===== src/sv/mrd_pkg.sv =====
`timescale 1ns / 1ps
// ----------------------------------------------------------------------------
// mrd_pkg: shared types, constants and functions of the reply decoder
// Holds the reply view and result types, the status codes, the byte-wide
// parity fold and the altitude code conversion.
// ----------------------------------------------------------------------------
package mrd_pkg;

  // Widest reply that the decoder ever looks at, in bytes.
  localparam int unsigned REPLY_BYTES = 14;
  // The byte count saturates at this value.
  localparam logic [3:0]  COUNT_SAT   = 4'd15;
  // Mode S generator polynomial without its top bit.
  localparam logic [23:0] CRC_POLY    = 24'hFFF409;
  // Lengths and format numbers that the length check uses.
  localparam logic [3:0]  LEN_MODE_AC = 4'd2;
  localparam logic [3:0]  LEN_SHORT   = 4'd7;
  localparam logic [3:0]  LEN_LONG    = 4'd14;
  localparam logic [4:0]  DF_LONG_MIN = 5'd16;

  // Downlink formats handled by the decoder.
  localparam logic [4:0] DF_SURV_ALT_SHORT = 5'd0;
  localparam logic [4:0] DF_SURV_ALT       = 5'd4;
  localparam logic [4:0] DF_SURV_ID        = 5'd5;
  localparam logic [4:0] DF_ALL_CALL       = 5'd11;
  localparam logic [4:0] DF_ACAS_LONG      = 5'd16;
  localparam logic [4:0] DF_EXT_SQUITTER   = 5'd17;
  localparam logic [4:0] DF_COMM_B_ALT     = 5'd20;
  localparam logic [4:0] DF_COMM_B_ID      = 5'd21;

  // Airborne position type codes and the NUCp bases.
  localparam logic [4:0] TC_BARO_MIN = 5'd9;
  localparam logic [4:0] TC_BARO_MAX = 5'd18;
  localparam logic [4:0] TC_GNSS_MIN = 5'd20;
  localparam logic [4:0] TC_GNSS_MAX = 5'd21;
  localparam logic [4:0] NUC_BARO    = 5'd18;
  localparam logic [4:0] NUC_GNSS    = 5'd29;

  typedef enum logic [1:0] {
    STATUS_MODE_AC     = 2'd0,
    STATUS_MODE_S      = 2'd1,
    STATUS_BAD_LENGTH  = 2'd2,
    STATUS_UNSUPPORTED = 2'd3
  } status_e;

  // Complete reply as seen on its last byte.
  typedef struct packed {
    logic [REPLY_BYTES-1:0][7:0] bytes;
    logic [3:0]                  len;
    logic [23:0]                 crc;
  } reply_t;

  // One decode result.
  typedef struct packed {
    status_e            status;
    logic [4:0]         downlink_format;
    logic               valid_res;
    logic [23:0]        crc_syndrome;
    logic [23:0]        address;
    logic               address_present;
    logic signed [18:0] altitude_ft;
    logic               altitude_present;
    logic [3:0]         nuc_p;
    logic               odd_format;
    logic               even_format;
  } result_t;

  typedef struct packed {
    logic               ok;
    logic signed [18:0] alt;
  } alt_t;

  // Shift one byte, most significant bit first, into the remainder.
  function automatic logic [23:0] crc_fold(logic [23:0] r, logic [7:0] b);
    logic [23:0] x;
    x = r;
    for (int i = 7; i >= 0; i--) begin
      x = {x[22:0], b[i]} ^ (x[23] ? CRC_POLY : 24'h0);
    end
    return x;
  endfunction

  // 13-bit altitude code, Q-bit (25 ft) or Gillham (100 ft).
  function automatic alt_t alt13(logic [12:0] c);
    alt_t               r;
    logic [2:0]         h;
    logic [7:0]         f;
    logic [10:0]        n;
    logic signed [19:0] a;
    r.ok  = 1'b0;
    r.alt = '0;
    h     = '0;
    f     = '0;
    n     = {c[12:7], c[5], c[3:0]};
    a     = '0;
    if (c == 13'd0 || c[6]) begin
      r.ok = 1'b0;
    end else if (c[4]) begin
      a     = $signed({9'd0, n}) * 20'sd25 - 20'sd1000;
      r.ok  = 1'b1;
      r.alt = a[18:0];
    end else if ((c & 13'h1500) != 13'd0) begin
      // Hundreds from the C bits, in reflected binary.
      if (c[12]) h ^= 3'd7;
      if (c[10]) h ^= 3'd3;
      if (c[8])  h ^= 3'd1;
      if ((h & 3'd5) != 3'd0) h ^= 3'd5;
      // Five-hundreds from the D, A and B bits, in Gray code.
      if (c[2])  f ^= 8'hff;
      if (c[0])  f ^= 8'h7f;
      if (c[11]) f ^= 8'h3f;
      if (c[9])  f ^= 8'h1f;
      if (c[7])  f ^= 8'h0f;
      if (c[5])  f ^= 8'h07;
      if (c[3])  f ^= 8'h03;
      if (c[1])  f ^= 8'h01;
      if (h <= 3'd5) begin
        if (f[0]) h = 3'd6 - h;
        a = $signed({12'd0, f}) * 20'sd500 + $signed({17'd0, h}) * 20'sd100
            - 20'sd1300;
        if (a >= -20'sd1200) begin
          r.ok  = 1'b1;
          r.alt = a[18:0];
        end
      end
    end
    return r;
  endfunction

endpackage


===== src/sv/mode_s_reply_decoder.sv =====
`timescale 1ns / 1ps
// ----------------------------------------------------------------------------
// mode_s_reply_decoder: Mode A/C and Mode S downlink reply decoder
// Collects reply bytes, forms the parity residual and emits one decode
// for each reply.
// ----------------------------------------------------------------------------
// Usage:
//   Reply bytes arrive on the slave stream, first byte first, one byte per
//   transfer in s_axis_tdata[7:0]; s_axis_tlast marks the final byte.
//   Each reply gives exactly one result transfer on the master stream when
//   its last byte has been processed; other bytes give no result.
//   A byte is registered on arrival and processed from the input register,
//   where the remainder update and the whole decode are done by one level
//   of logic. The result register loads when the last byte is processed,
//   so a result passes the input register and then the result register
//   before it can be taken. One byte is accepted every cycle. Only a last
//   byte waits, and only while the result register holds an untaken result;
//   this single result register and the input register are the only stall
//   points, so a stalled receiver blocks the input one reply later.
//   Reset clears the byte count, the remainder and both valid flags; the
//   byte store needs no clearing since only bytes of the current reply
//   are read.
// ----------------------------------------------------------------------------
module mode_s_reply_decoder #(
  parameter int unsigned MAX_REPLY_BYTES = 14
) (
  input  logic        clk_i,
  input  logic        rst_ni,
  input  logic        s_axis_tvalid,
  output logic        s_axis_tready,
  input  logic [7:0]  s_axis_tdata,   // [7:0] data_byte
  input  logic        s_axis_tlast,   // last_byte
  output logic        m_axis_tvalid,
  input  logic        m_axis_tready,
  // [1:0] status, [6:2] downlink_format, [7] valid_res, [31:8] crc_syndrome,
  // [55:32] address, [56] address_present, [75:57] altitude_ft,
  // [76] altitude_present, [80:77] nuc_p, [81] odd_format, [82] even_format,
  // [87:83] zero
  output logic [87:0] m_axis_tdata
);

  logic             in_valid_q;
  logic [7:0]       in_byte_q;
  logic             in_last_q;
  logic             proc;
  logic             out_valid_q, out_valid_d;
  mrd_pkg::reply_t  reply;
  mrd_pkg::result_t result;
  mrd_pkg::result_t res_q;

  // A byte is processed unless it completes a reply and the result is blocked.
  assign proc          = in_valid_q && (!in_last_q || !out_valid_q || m_axis_tready);
  assign s_axis_tready = !in_valid_q || proc;

  // Input register.
  always_ff @(posedge clk_i or negedge rst_ni) begin
    if (!rst_ni) begin
      in_valid_q <= 1'b0;
    end else if (s_axis_tready) begin
      in_valid_q <= s_axis_tvalid;
    end
  end

  always_ff @(posedge clk_i) begin
    if (s_axis_tvalid && s_axis_tready) begin
      in_byte_q <= s_axis_tdata;
      in_last_q <= s_axis_tlast;
    end
  end

  mrd_capture #(
    .MAX_REPLY_BYTES(MAX_REPLY_BYTES)
  ) u_capture (
    .clk_i  (clk_i),
    .rst_ni (rst_ni),
    .en_i   (proc),
    .byte_i (in_byte_q),
    .last_i (in_last_q),
    .reply_o(reply)
  );

  mrd_decode #(
    .MAX_REPLY_BYTES(MAX_REPLY_BYTES)
  ) u_decode (
    .reply_i (reply),
    .result_o(result)
  );

  // Result register.
  always_comb begin
    out_valid_d = out_valid_q;
    if (proc && in_last_q) begin
      out_valid_d = 1'b1;
    end else if (m_axis_tready) begin
      out_valid_d = 1'b0;
    end
  end

  always_ff @(posedge clk_i or negedge rst_ni) begin
    if (!rst_ni) begin
      out_valid_q <= 1'b0;
    end else begin
      out_valid_q <= out_valid_d;
    end
  end

  always_ff @(posedge clk_i) begin
    if (proc && in_last_q) begin
      res_q <= result;
    end
  end

  assign m_axis_tvalid = out_valid_q;
  assign m_axis_tdata  = {5'd0,
                          res_q.even_format,
                          res_q.odd_format,
                          res_q.nuc_p,
                          res_q.altitude_present,
                          res_q.altitude_ft,
                          res_q.address_present,
                          res_q.address,
                          res_q.crc_syndrome,
                          res_q.valid_res,
                          res_q.downlink_format,
                          res_q.status};

endmodule


===== src/sv/mrd_capture.sv =====
`timescale 1ns / 1ps
// ----------------------------------------------------------------------------
// mrd_capture: reply byte store, byte count and running parity remainder
// Stores each processed byte, counts it and folds it into the remainder,
// and presents the whole reply, current byte included, for decoding.
// ----------------------------------------------------------------------------
module mrd_capture #(
  parameter int unsigned MAX_REPLY_BYTES = 14
) (
  input  logic            clk_i,
  input  logic            rst_ni,
  input  logic            en_i,
  input  logic [7:0]      byte_i,
  input  logic            last_i,
  output mrd_pkg::reply_t reply_o
);

  localparam int unsigned IDX_W = $clog2(MAX_REPLY_BYTES);

  logic [7:0]  store_q [MAX_REPLY_BYTES];
  logic [3:0]  count_q, count_d;
  logic [23:0] crc_q, crc_d;
  logic [23:0] crc_next;
  logic        store_wr;

  assign crc_next = mrd_pkg::crc_fold(crc_q, byte_i);
  assign store_wr = en_i && (count_q < 4'(MAX_REPLY_BYTES));

  // Count and remainder restart after the last byte of a reply.
  always_comb begin
    count_d = count_q;
    crc_d   = crc_q;
    if (en_i) begin
      if (last_i) begin
        count_d = '0;
        crc_d   = '0;
      end else begin
        count_d = (count_q == mrd_pkg::COUNT_SAT) ? count_q : count_q + 4'd1;
        crc_d   = crc_next;
      end
    end
  end

  always_ff @(posedge clk_i or negedge rst_ni) begin
    if (!rst_ni) begin
      count_q <= '0;
      crc_q   <= '0;
    end else begin
      count_q <= count_d;
      crc_q   <= crc_d;
    end
  end

  // Byte store, written at the count.
  always_ff @(posedge clk_i) begin
    if (store_wr) begin
      store_q[count_q[IDX_W-1:0]] <= byte_i;
    end
  end

  // Reply view: the byte in process stands in for its slot.
  for (genvar i = 0; i < mrd_pkg::REPLY_BYTES; i++) begin : g_view
    if (i < MAX_REPLY_BYTES) begin : g_stored
      assign reply_o.bytes[i] = (count_q == 4'(i)) ? byte_i : store_q[i];
    end else begin : g_absent
      assign reply_o.bytes[i] = 8'h00;
    end
  end

  assign reply_o.len = (count_q == mrd_pkg::COUNT_SAT) ? count_q : count_q + 4'd1;
  assign reply_o.crc = crc_next;

endmodule


===== src/sv/mrd_decode.sv =====
`timescale 1ns / 1ps
// ----------------------------------------------------------------------------
// mrd_decode: classification and field decode of one complete reply
// Checks length and format, selects the address, and decodes altitude,
// NUCp and the CPR format flag.
// ----------------------------------------------------------------------------
module mrd_decode #(
  parameter int unsigned MAX_REPLY_BYTES = 14
) (
  input  mrd_pkg::reply_t  reply_i,
  output mrd_pkg::result_t result_o
);

  logic [mrd_pkg::REPLY_BYTES-1:0][7:0] d;
  logic [4:0]    df;
  logic [4:0]    tc;
  logic [23:0]   icao;
  logic          len_bad;
  logic          df_ok;
  logic          pos_tc;
  mrd_pkg::alt_t alt_short;
  mrd_pkg::alt_t alt_ext;

  assign d    = reply_i.bytes;
  assign df   = d[0][7:3];
  assign tc   = d[4][7:3];
  assign icao = {d[1], d[2], d[3]};

  assign len_bad = (reply_i.len > 4'(MAX_REPLY_BYTES))
                || (df <  mrd_pkg::DF_LONG_MIN && reply_i.len != mrd_pkg::LEN_SHORT)
                || (df >= mrd_pkg::DF_LONG_MIN && reply_i.len != mrd_pkg::LEN_LONG);

  assign df_ok = (df == mrd_pkg::DF_SURV_ALT_SHORT) || (df == mrd_pkg::DF_SURV_ALT)
              || (df == mrd_pkg::DF_SURV_ID)        || (df == mrd_pkg::DF_ALL_CALL)
              || (df == mrd_pkg::DF_ACAS_LONG)      || (df == mrd_pkg::DF_EXT_SQUITTER)
              || (df == mrd_pkg::DF_COMM_B_ALT)     || (df == mrd_pkg::DF_COMM_B_ID);

  assign pos_tc = (tc >= mrd_pkg::TC_BARO_MIN && tc <= mrd_pkg::TC_BARO_MAX)
               || (tc >= mrd_pkg::TC_GNSS_MIN && tc <= mrd_pkg::TC_GNSS_MAX);

  // Altitude from the AC field, and from the squitter's position altitude.
  // The 12-bit squitter code gets a zero M bit inserted above its low six bits.
  assign alt_short = mrd_pkg::alt13({d[2][4:0], d[3]});
  assign alt_ext   = mrd_pkg::alt13({d[5][7:2], 1'b0, d[5][1:0], d[6][7:4]});

  // Result selection by length and downlink format.
  always_comb begin
    result_o        = '0;
    result_o.status = mrd_pkg::STATUS_MODE_AC;
    if (reply_i.len == mrd_pkg::LEN_MODE_AC) begin
      result_o.valid_res       = 1'b1;
      result_o.address         = {8'h00, d[0], d[1]};
      result_o.address_present = 1'b1;
    end else begin
      result_o.downlink_format = df;
      if (len_bad) begin
        result_o.status = mrd_pkg::STATUS_BAD_LENGTH;
      end else if (!df_ok) begin
        result_o.status = mrd_pkg::STATUS_UNSUPPORTED;
      end else begin
        result_o.status       = mrd_pkg::STATUS_MODE_S;
        result_o.crc_syndrome = reply_i.crc;
        unique case (df)
          mrd_pkg::DF_SURV_ALT_SHORT, mrd_pkg::DF_SURV_ALT,
          mrd_pkg::DF_ACAS_LONG, mrd_pkg::DF_COMM_B_ALT: begin
            result_o.valid_res        = 1'b1;
            result_o.address          = reply_i.crc;
            result_o.address_present  = 1'b1;
            result_o.altitude_present = alt_short.ok;
            result_o.altitude_ft      = alt_short.ok ? alt_short.alt : '0;
          end
          mrd_pkg::DF_SURV_ID, mrd_pkg::DF_COMM_B_ID: begin
            result_o.valid_res       = 1'b1;
            result_o.address         = reply_i.crc;
            result_o.address_present = 1'b1;
          end
          mrd_pkg::DF_ALL_CALL: begin
            // The low seven residual bits carry the interrogator code.
            if (reply_i.crc[23:7] == 17'd0) begin
              result_o.valid_res       = 1'b1;
              result_o.address         = icao;
              result_o.address_present = 1'b1;
            end
          end
          default: begin
            // Extended squitter: parity must be clean.
            if (reply_i.crc == 24'd0) begin
              result_o.valid_res       = 1'b1;
              result_o.address         = icao;
              result_o.address_present = 1'b1;
              if (pos_tc) begin
                result_o.nuc_p = (tc <= mrd_pkg::TC_BARO_MAX)
                               ? 4'(mrd_pkg::NUC_BARO - tc)
                               : 4'(mrd_pkg::NUC_GNSS - tc);
                result_o.odd_format       = d[6][2];
                result_o.even_format      = !d[6][2];
                result_o.altitude_present = alt_ext.ok;
                result_o.altitude_ft      = alt_ext.ok ? alt_ext.alt : '0;
                // An empty CPR latitude or longitude marks the position unusable.
                if ((d[7] == 8'h00 && d[8][6:0] == 7'h00)
                    || (d[9] == 8'h00 && d[10] == 8'h00)) begin
                  result_o.valid_res = 1'b0;
                end
              end
            end
          end
        endcase
      end
    end
  end

endmodule

===== config.mk =====
export PLATFORM = sky130hd
export DESIGN_NAME = mode_s_reply_decoder
export DESIGN_NICKNAME = d
export VERILOG_FILES = /design/src/sv/mrd_pkg.sv /design/src/sv/mode_s_reply_decoder.sv /design/src/sv/mrd_capture.sv /design/src/sv/mrd_decode.sv
export SDC_FILE = /design/constraint.sdc
export NUM_CORES = 1
export LEC_CHECK = 0
export ABC_AREA = 0
export ABC_CLOCK_PERIOD_IN_PS = 23200
export BUFFER_PORTS_ARGS = -buffer_cell sky130_fd_sc_hd__buf_4
export CAP_MARGIN = 5
export CORE_MARGIN = 3
export CORE_UTILIZATION = 45
export DETAILED_ROUTE_END_ITERATION = 16
export GPL_TIMING_DRIVEN = 0
export PLACE_DENSITY_LB_ADDON = 0.15
export RECOVER_POWER = 25
export SETUP_SLACK_MARGIN = 0.02
export SLEW_MARGIN = 5
export SYNTH_ARGS = -nofsm -noshare
export SYNTH_HDL_FRONTEND = slang
export SYNTH_SLANG_ARGS = --single-unit

===== constraint.sdc =====
create_clock -name clk_i -period 23.2 [get_ports clk_i]
set_input_delay 1.16 -clock clk_i [delete_from_list [all_inputs] [get_ports clk_i]]
set_output_delay 1.16 -clock clk_i [all_outputs]
set_load 0.01 [all_outputs]

# Word-level counts from Yosys, hierarchy flattened
# Memory sizes are Yosys's and may differ from the RTL's.
# Index checks and enable logic that the tools add are counted.
totals:
  ff_bits: 122
  latchBits: 0
  ramBits: 112
  mem_bits_ro: 0
  inputBits: 13
  out_inout_bits: 90
  elab_cells: 315
  memories: 1
classes:
  addsub: 11
  mul: 6
  n_div: 0
  magnitude_cmp: 12
  n_eq_ne: 21
  n_shift: 0
  muxes: 163
  n_bitwise: 31
  n_reduce_logical: 51
memory_table:
  columns: ["name", "words", "word_bits", "rd", "rd_ports_with_merged_regs", "wr", "line", "rtl"]
  rows:
  - ["u_capture.store_q", 14, 8, 11, 0, 1, "mrd_capture.sv:20", "logic [7:0] store_q [MAX_REPLY_BYTES];"]
ops:
  columns: ["op", "count"]
  rows:
  - ["2-to-1 mux 8 bit", 60]
  - ["2-to-1 mux 24 bit", 9]
  - ["XOR 24 bit", 8]
  - ["2-to-1 mux 20 bit", 8]
  - ["2-to-1 mux 76 bit", 2]
  - ["2-to-1 mux 3 bit", 40]
  - ["2-to-1 mux 19 bit", 4]
  - ["2-to-1 mux 51 bit", 1]
  - ["one-hot mux 25 bit (2 select lines)", 1]
  - ["adder 20 bit", 2]
  - [">= comparator 20 x 12 -> 1 bit, second input constant", 2]
  - ["one-hot mux 20 bit (2 select lines)", 1]
  - ["subtractor 20 x 12 -> 20 bit, second input constant", 2]
  - ["subtractor 19 x 11 -> 19 bit, second input constant", 2]
  - ["multiplier 11 x 5 -> 16 bit, second input constant", 2]
  - ["multiplier 8 x 7 -> 15 bit, second input constant", 2]
  - ["2-to-1 mux 26 bit", 1]
  - ["nonzero test 13 bit", 2]
  - ["2-to-1 mux 25 bit", 1]
  - ["zero test 24 bit", 1]
  - ["zero test 8 bit", 3]
  - ["2-to-1 mux 7 bit", 3]
  - ["== test 5 bit, second input constant", 4]
  - ["2-to-1 mux 4 bit", 5]
  - ["50 further kinds", 129]

# Logic depth before layout (Yosys ltp)
depth:
  ltp_word: 62
  mapped_depth: 40
  depth_no_buf: 38

# Cells and area by module
# From an unflattened synthesis, not the netlist that was laid out.
hier_totals:
  hier_cells: 1716
  area_unflattened_um2: 18446.4
by_module_without_submodules:
  columns: ["module", "instances", "cells_each", "area_per_inst_um2", "seq_area_each_um2"]
  rows:
  - ["mrd_decode", 1, 1203, 9057.4, 0.0]
  - ["mrd_capture", 1, 405, 6478.7, 4063.9]
  - ["mode_s_reply_decoder", 1, 108, 2910.3, 2812.7]

# Worst setup path after synthesis
# OpenSTA, ideal clock, no wires.
synth_path:
  kind: "flip-flop to flip-flop"
  start: "register u_capture.count_q[2]"
  end: "register res_q (netlist bit m_axis_tdata[61]) (data pin)"
  setup_ps: 149
  t_arrival_ps: 8916
  t_required_ps: 23051
  setup_slack_ps: 14134
  path_stages_with_launch: 40
  n_path_buf: 2
  period_less_slack_ps: 9066
  path_cell_list: "dfrtp_1 buf_4 nor2_4 and2_4 buf_6 mux2i_1 inv_1 ha_1 ha_1 xor2_1 ha_1 xor2_1 ha_1 nand2_1 nand2_1 fa_1 inv_1 fa_1 [... 4 more ...] o21a_1 o31a_1 o311a_1 o21ai_0 nand2b_1 a21o_1 a21o_1 xor2_1 inv_1 ha_1 and2_1 o2111ai_2 nor3b_1 nor4_1 a211oi_2 nor2_2 inv_2 o22ai_2"
synth_between:
  elab_chain_cells: 59
  elab_cells_between_ends: 219
  classes_between: "add/sub (9); mul (6); order compare (11); eq/ne (16); mux (130); bitwise (21); reduce/logical (26)"
synth_rtl:
  columns: ["item", "line", "rtl"]
  rows:
  - ["start: declaration", "mrd_capture.sv:21", "logic [3:0] count_q, count_d;"]
  - ["start signal: assignment", "mrd_capture.sv:49", "count_q <= count_d;"]
  - ["== test 4 x 3 -> 1 bit", "mrd_capture.sv:64", "assign reply_o.bytes[i] = (count_q == 4'(i)) ? byte_i : store_q[i];"]
  - ["2-to-1 mux 8 bit", "mrd_capture.sv:64", null]
  - ["2-to-1 mux 8 bit", "mrd_pkg.sv:109", "if (c[2]) f ^= 8'hff;"]
  - ["2-to-1 mux 8 bit", "mrd_pkg.sv:102", "end else if ((c & 13'h1500) != 13'd0) begin"]
  - ["2-to-1 mux 8 bit", "mrd_pkg.sv:98", "end else if (c[4]) begin"]
  - ["2-to-1 mux 8 bit", "mrd_pkg.sv:96", "if (c == 13'd0 || c[6]) begin"]
  - ["NOT 7 bit (no source line)", null, null]
  - ["2-to-1 mux 7 bit", "mrd_pkg.sv:110", "if (c[0]) f ^= 8'h7f;"]
  - ["[... 43 more ...]", null, null]
  - ["2-to-1 mux 20 bit", "mrd_pkg.sv:117", "if (h <= 3'd5) begin"]
  - ["2-to-1 mux 20 bit", "mrd_pkg.sv:102", null]
  - ["2-to-1 mux 20 bit", "mrd_pkg.sv:98", null]
  - ["2-to-1 mux 19 bit or 2-to-1 mux 1 bit (tied branches)", "mrd_pkg.sv:96", null]
  - ["2-to-1 mux 19 bit", "mrd_decode.sv:98", "result_o.altitude_ft = alt_ext.ok ? alt_ext.alt : '0;"]
  - ["2-to-1 mux 26 bit", "mrd_decode.sv:91", "if (pos_tc) begin"]
  - ["2-to-1 mux 51 bit", "mrd_decode.sv:87", "if (reply_i.crc == 24'd0) begin"]
  - ["one-hot mux 20 bit (2 select lines)", "mrd_decode.sv:63", "unique case (df)"]
  - ["end signal: assignment", "mode_s_reply_decoder.sv:109", "res_q <= result;"]
  - ["end: declaration", "mode_s_reply_decoder.sv:49", "mrd_pkg::result_t res_q;"]
# Parallel ways exist; a longest one is shown, timed or not. The select of a mux whose other input is x is not followed.
# A chain may end at the register's enable or synchronous reset.

# Worst setup path after layout
layout_path:
  start: "register u_capture.count_q[2]"
  end: "register res_q (netlist bit m_axis_tdata[73]) (data pin)"
# Same word-level chain as after synthesis.

==> insert_results.sql <==
INSERT INTO impl_metrics (metric_group, metric, value, unit) VALUES
('clocking', 'clock_buffer_depth', '3', ''),
('setup_path', 'critPathMaxFanout', '10', ''),
('global_route', 'grt_pass1_wl', '67100', 'µm'),
('run_status', 'status', 'finished with violations', ''),
('cells_and_area', 'post_layout_nonfiller_instances', '2303', ''),
('cells_and_area', 'synthToLayoutAreaGrowth', '12.9', '%'),
('timing', 'timing.final.max_slew_violations', '31', ''),
('placement', 'dpl.cell_count', '2261', ''),
('clocking', 'h-tree-depth', '1', ''),
('detailed_routing', 'drt_iter0_drc', '775', ''),
('setup_path', 'slowest_stage', 'mux2i_1', ''),
('yosys', 'synth-warning-count', '0', ''),
('clocking', 'cts_inserted_buffers', '23', ''),
('yosys', 'synth_largest_area_cell', 'edfxtp_1', ''),
('global_route', 'grt_antenna_before_repair', '1', ''),
('setup_path', 'worstPathRequired', '23.54', 'ns'),
('run_status', 'failed_checks', 'max-capacitance violations, max-slew violations', ''),
('timing', 'totalNegativeSetupSlack', '0', 'ns'),
('placement', 'routability_cong', '0.875', ''),
('detailed_routing', 'final_antenna_net_count', '0', ''),
('yosys', 'synthXorXnorAreaFrac', '0.0981', ''),
('yosys', 'synth.area.top_cells', 'edfxtp_1 30%, ha_1 16%, xnor2_1 5.6%, fa_1 4.7%, dfrtp_1 4.4%', ''),
('yosys', 'synth_seq_cells', '203', ''),
('floorplanning', 'initial_core_util', '0.461', ''),
('placement', 'port_buffers', '97', ''),
('yosys', 'synth_sequential_area_ratio', '0.348', ''),
('detailed_routing', 'route.detailed.drc', '0', ''),
('yosys', 'synth-simple-area-share', '0.112', ''),
('global_route', 'grt_start_max_net_pins', '37', ''),
('yosys', 'synth_compound_area_frac', '0.138', ''),
('floorplanning', 'fp.coreArea', '37000', 'µm²'),
('yosys', 'synth.cells.most_frequent', '219 x ha_1, 180 x inv_1, 173 x edfxtp_1', ''),
('yosys', 'ys_dominant_reg_cell', 'edfxtp_1', ''),
('yosys', 'synth_adder_area_share', '0.207', ''),
('yosys', 'postSynth.asyncResetShare', '0.148', ''),
('floorplanning', 'floorplan_die_area', '40300', 'µm²'),
('timing', 'rsz0062_at_grt', 'no', ''),
('timing', 'worst-slew-pin-transition', '1.73', 'ns'),
('setup_path', 'arrival_worst_endpoint', '10.92', 'ns'),
('global_route', 'first_global_vias', '12300', ''),
('yosys', 'netlist_area', '17100', 'µm²'),
('timing', 'maxClockFrequency', '0.0945', 'GHz'),
('detailed_routing', 'via_count', '12500', ''),
('yosys', 'synthCells', '1653', ''),
('timing', 'setup_violation_total_in_the_final_timing_report', '0', ''),
('clocking', 'clk_latency', '0.54', 'ns'),
('setup_path', 'setup.reg_to_reg.worst_slack', '12.62', 'ns'),
('clocking', 'cts_hold_buffers', '0', ''),
('yosys', 'synthesized_area_per_cell', '10.3', 'µm²'),
('clocking', 'cts_resized', '0', ''),
('yosys', 'dominant_combinational_cell_family_by_area_after_synthesis', 'adder cells', ''),
('floorplanning', 'ioPinCount', '103', ''),
('detailed_routing', 'routed_via_density', '5.43', ''),
('floorplanning', 'chipHeight', '201', 'µm'),
('clocking', 'numClockSinks', '203', ''),
('detailed_routing', 'total_iterations_of_the_first_detailed_routing_run', '5', ''),
('clocking', 'tritoncts_clock_tree', 'built', ''),
('detailed_routing', 'routed_wirelength', '42600', 'µm'),
('timing', 'fin_crit', '10.58', 'ns'),
('floorplanning', 'die-width', '201', 'µm'),
('setup_path', 'critPathMaxStageDelay', '0.68', 'ns'),
('clocking', 'cts_post_setup_buffers_inserted', '0', ''),
('yosys', 'muxShareOfSynthArea', '0.0402', ''),
('min_path', 'min-delay-path-class', 'flip-flop to flip-flop', ''),
('clocking', 'ctsRootBufferMaster', 'clkbuf_16', ''),
('cells_and_area', 'post_route_cells_drive_above_1_share', '0.136', ''),
('detailed_routing', 'routed_wire_length_per_instance', '18.5', 'µm'),
('global_route', 'grt_use_total', '0.206', ''),
('clocking', 'worst_path_clk_slew', '0.06', 'ns'),
('cells_and_area', 'fin_nets', '2054', ''),
('flow_run', 'cap_viol_max_count', '1', '');
[cell families (layout without fill, tap and decap cells)]
logic type,after synthesis,after routing
adders and majority gates,259,259
other,1,5
and+or+nand+nor,378,378
buffers and inverters,234,376
muxes,61,61
xor gates and xnor gates,176,176
DFF,203,203
AOI/OAI and AO/OA,341,341
[stage by stage]
stage | worst slack (ns) | hold WS [ns] | utilization | instance area [µm²]
final | 12.62 | 0.515 | 0.521 | 19300
after global routing | 11.91 | 0.540 | 0.521 | 19300
after CTS | 12.63 | 0.515 | 0.521 | 19300
after detailed placement | 12.71 | 0.499 | 0.500 | 18500
after global placement | 12.73 | 0.488 | 0.498 | 18500
after floorplan | 14.13 | 0.469 | - | 17100
[cell type report]
class	count	area (µm²)
fillers	3349	17700
inverters	186	698
plain buffers	48	259
flip-flops and latches	203	5950
clock buffers	25	583
well taps	504	631
clock inverters	17	206
multi-input cells	1220	10200
repair buffers	100	769
[worst max-delay path: cells and delay by family, from the launching register on]
| kind | cells | cell delay [ns] |
|---|---|---|
| AOI/OAI and AO/OA | 11 | 2.00 |
| xor gates and xnor gates | 4 | 0.95 |
| buffers and inverters | 7 | 1.06 |
| and+or+nand+nor | 8 | 1.32 |
| muxes | 1 | 0.68 |
| DFF | 1 | 0.46 |
| adders and majority gates | 9 | 3.88 |
[per-layer routing]
layer	global-route usage	vias to the layer above	share of wire
met3	0.0230	53	0.050
met1	0.295	6054	0.47
met5	0	-	0
met4	0.0464	0	0.022
met2	0.338	288	0.46
li1	-	6113	-
[worst paths after layout]
path                            cells past startpoint                              from                               to
worst max-delay path                               40  u_capture.count_q[2]$_DFFE_PN0P_   m_axis_tdata[73]$_SDFFCE_PP0P_
worst min-delay path                                2    u_capture.crc_q[0]$_DFFE_PN0P_   u_capture.crc_q[0]$_DFFE_PN0P_
worst max register to register                     40  u_capture.count_q[2]$_DFFE_PN0P_   m_axis_tdata[73]$_SDFFCE_PP0P_
worst min register to register                      2    u_capture.crc_q[0]$_DFFE_PN0P_   u_capture.crc_q[0]$_DFFE_PN0P_
max in group asynchronous                           1                            rst_ni   u_capture.crc_q[5]$_DFFE_PN0P_
min in group asynchronous                           1                            rst_ni  u_capture.crc_q[11]$_DFFE_PN0P_
[cell usage in the layout, fill, tap and decap left out, types with 53 or more instances in the layout]
master | Yosys | layout
inv_1 | 180 | 180
o21ai_0 | 81 | 81
a21oi_1 | 79 | 79
nand2_1 | 93 | 93
nor2_1 | 120 | 119
edfxtp_1 | 173 | 173
ha_1 | 219 | 219
xnor2_1 | 109 | 109
xor2_1 | 53 | 53
buf_4 | 9 | 95
[flip-flops by register name, indices dropped and copies added (netlist names)]
register and flops:
u_capture.count_q 4, in_valid_q 1, in_last_q 1, m_axis_tvalid 1, u_capture.crc_q 24, in_byte_q 8
m_axis_tdata 83, u_capture.store_q 81
Power is left out: the tool's default activity adds up to more than one toggle a clock period on the data nets, which glitch-free logic cannot reach.
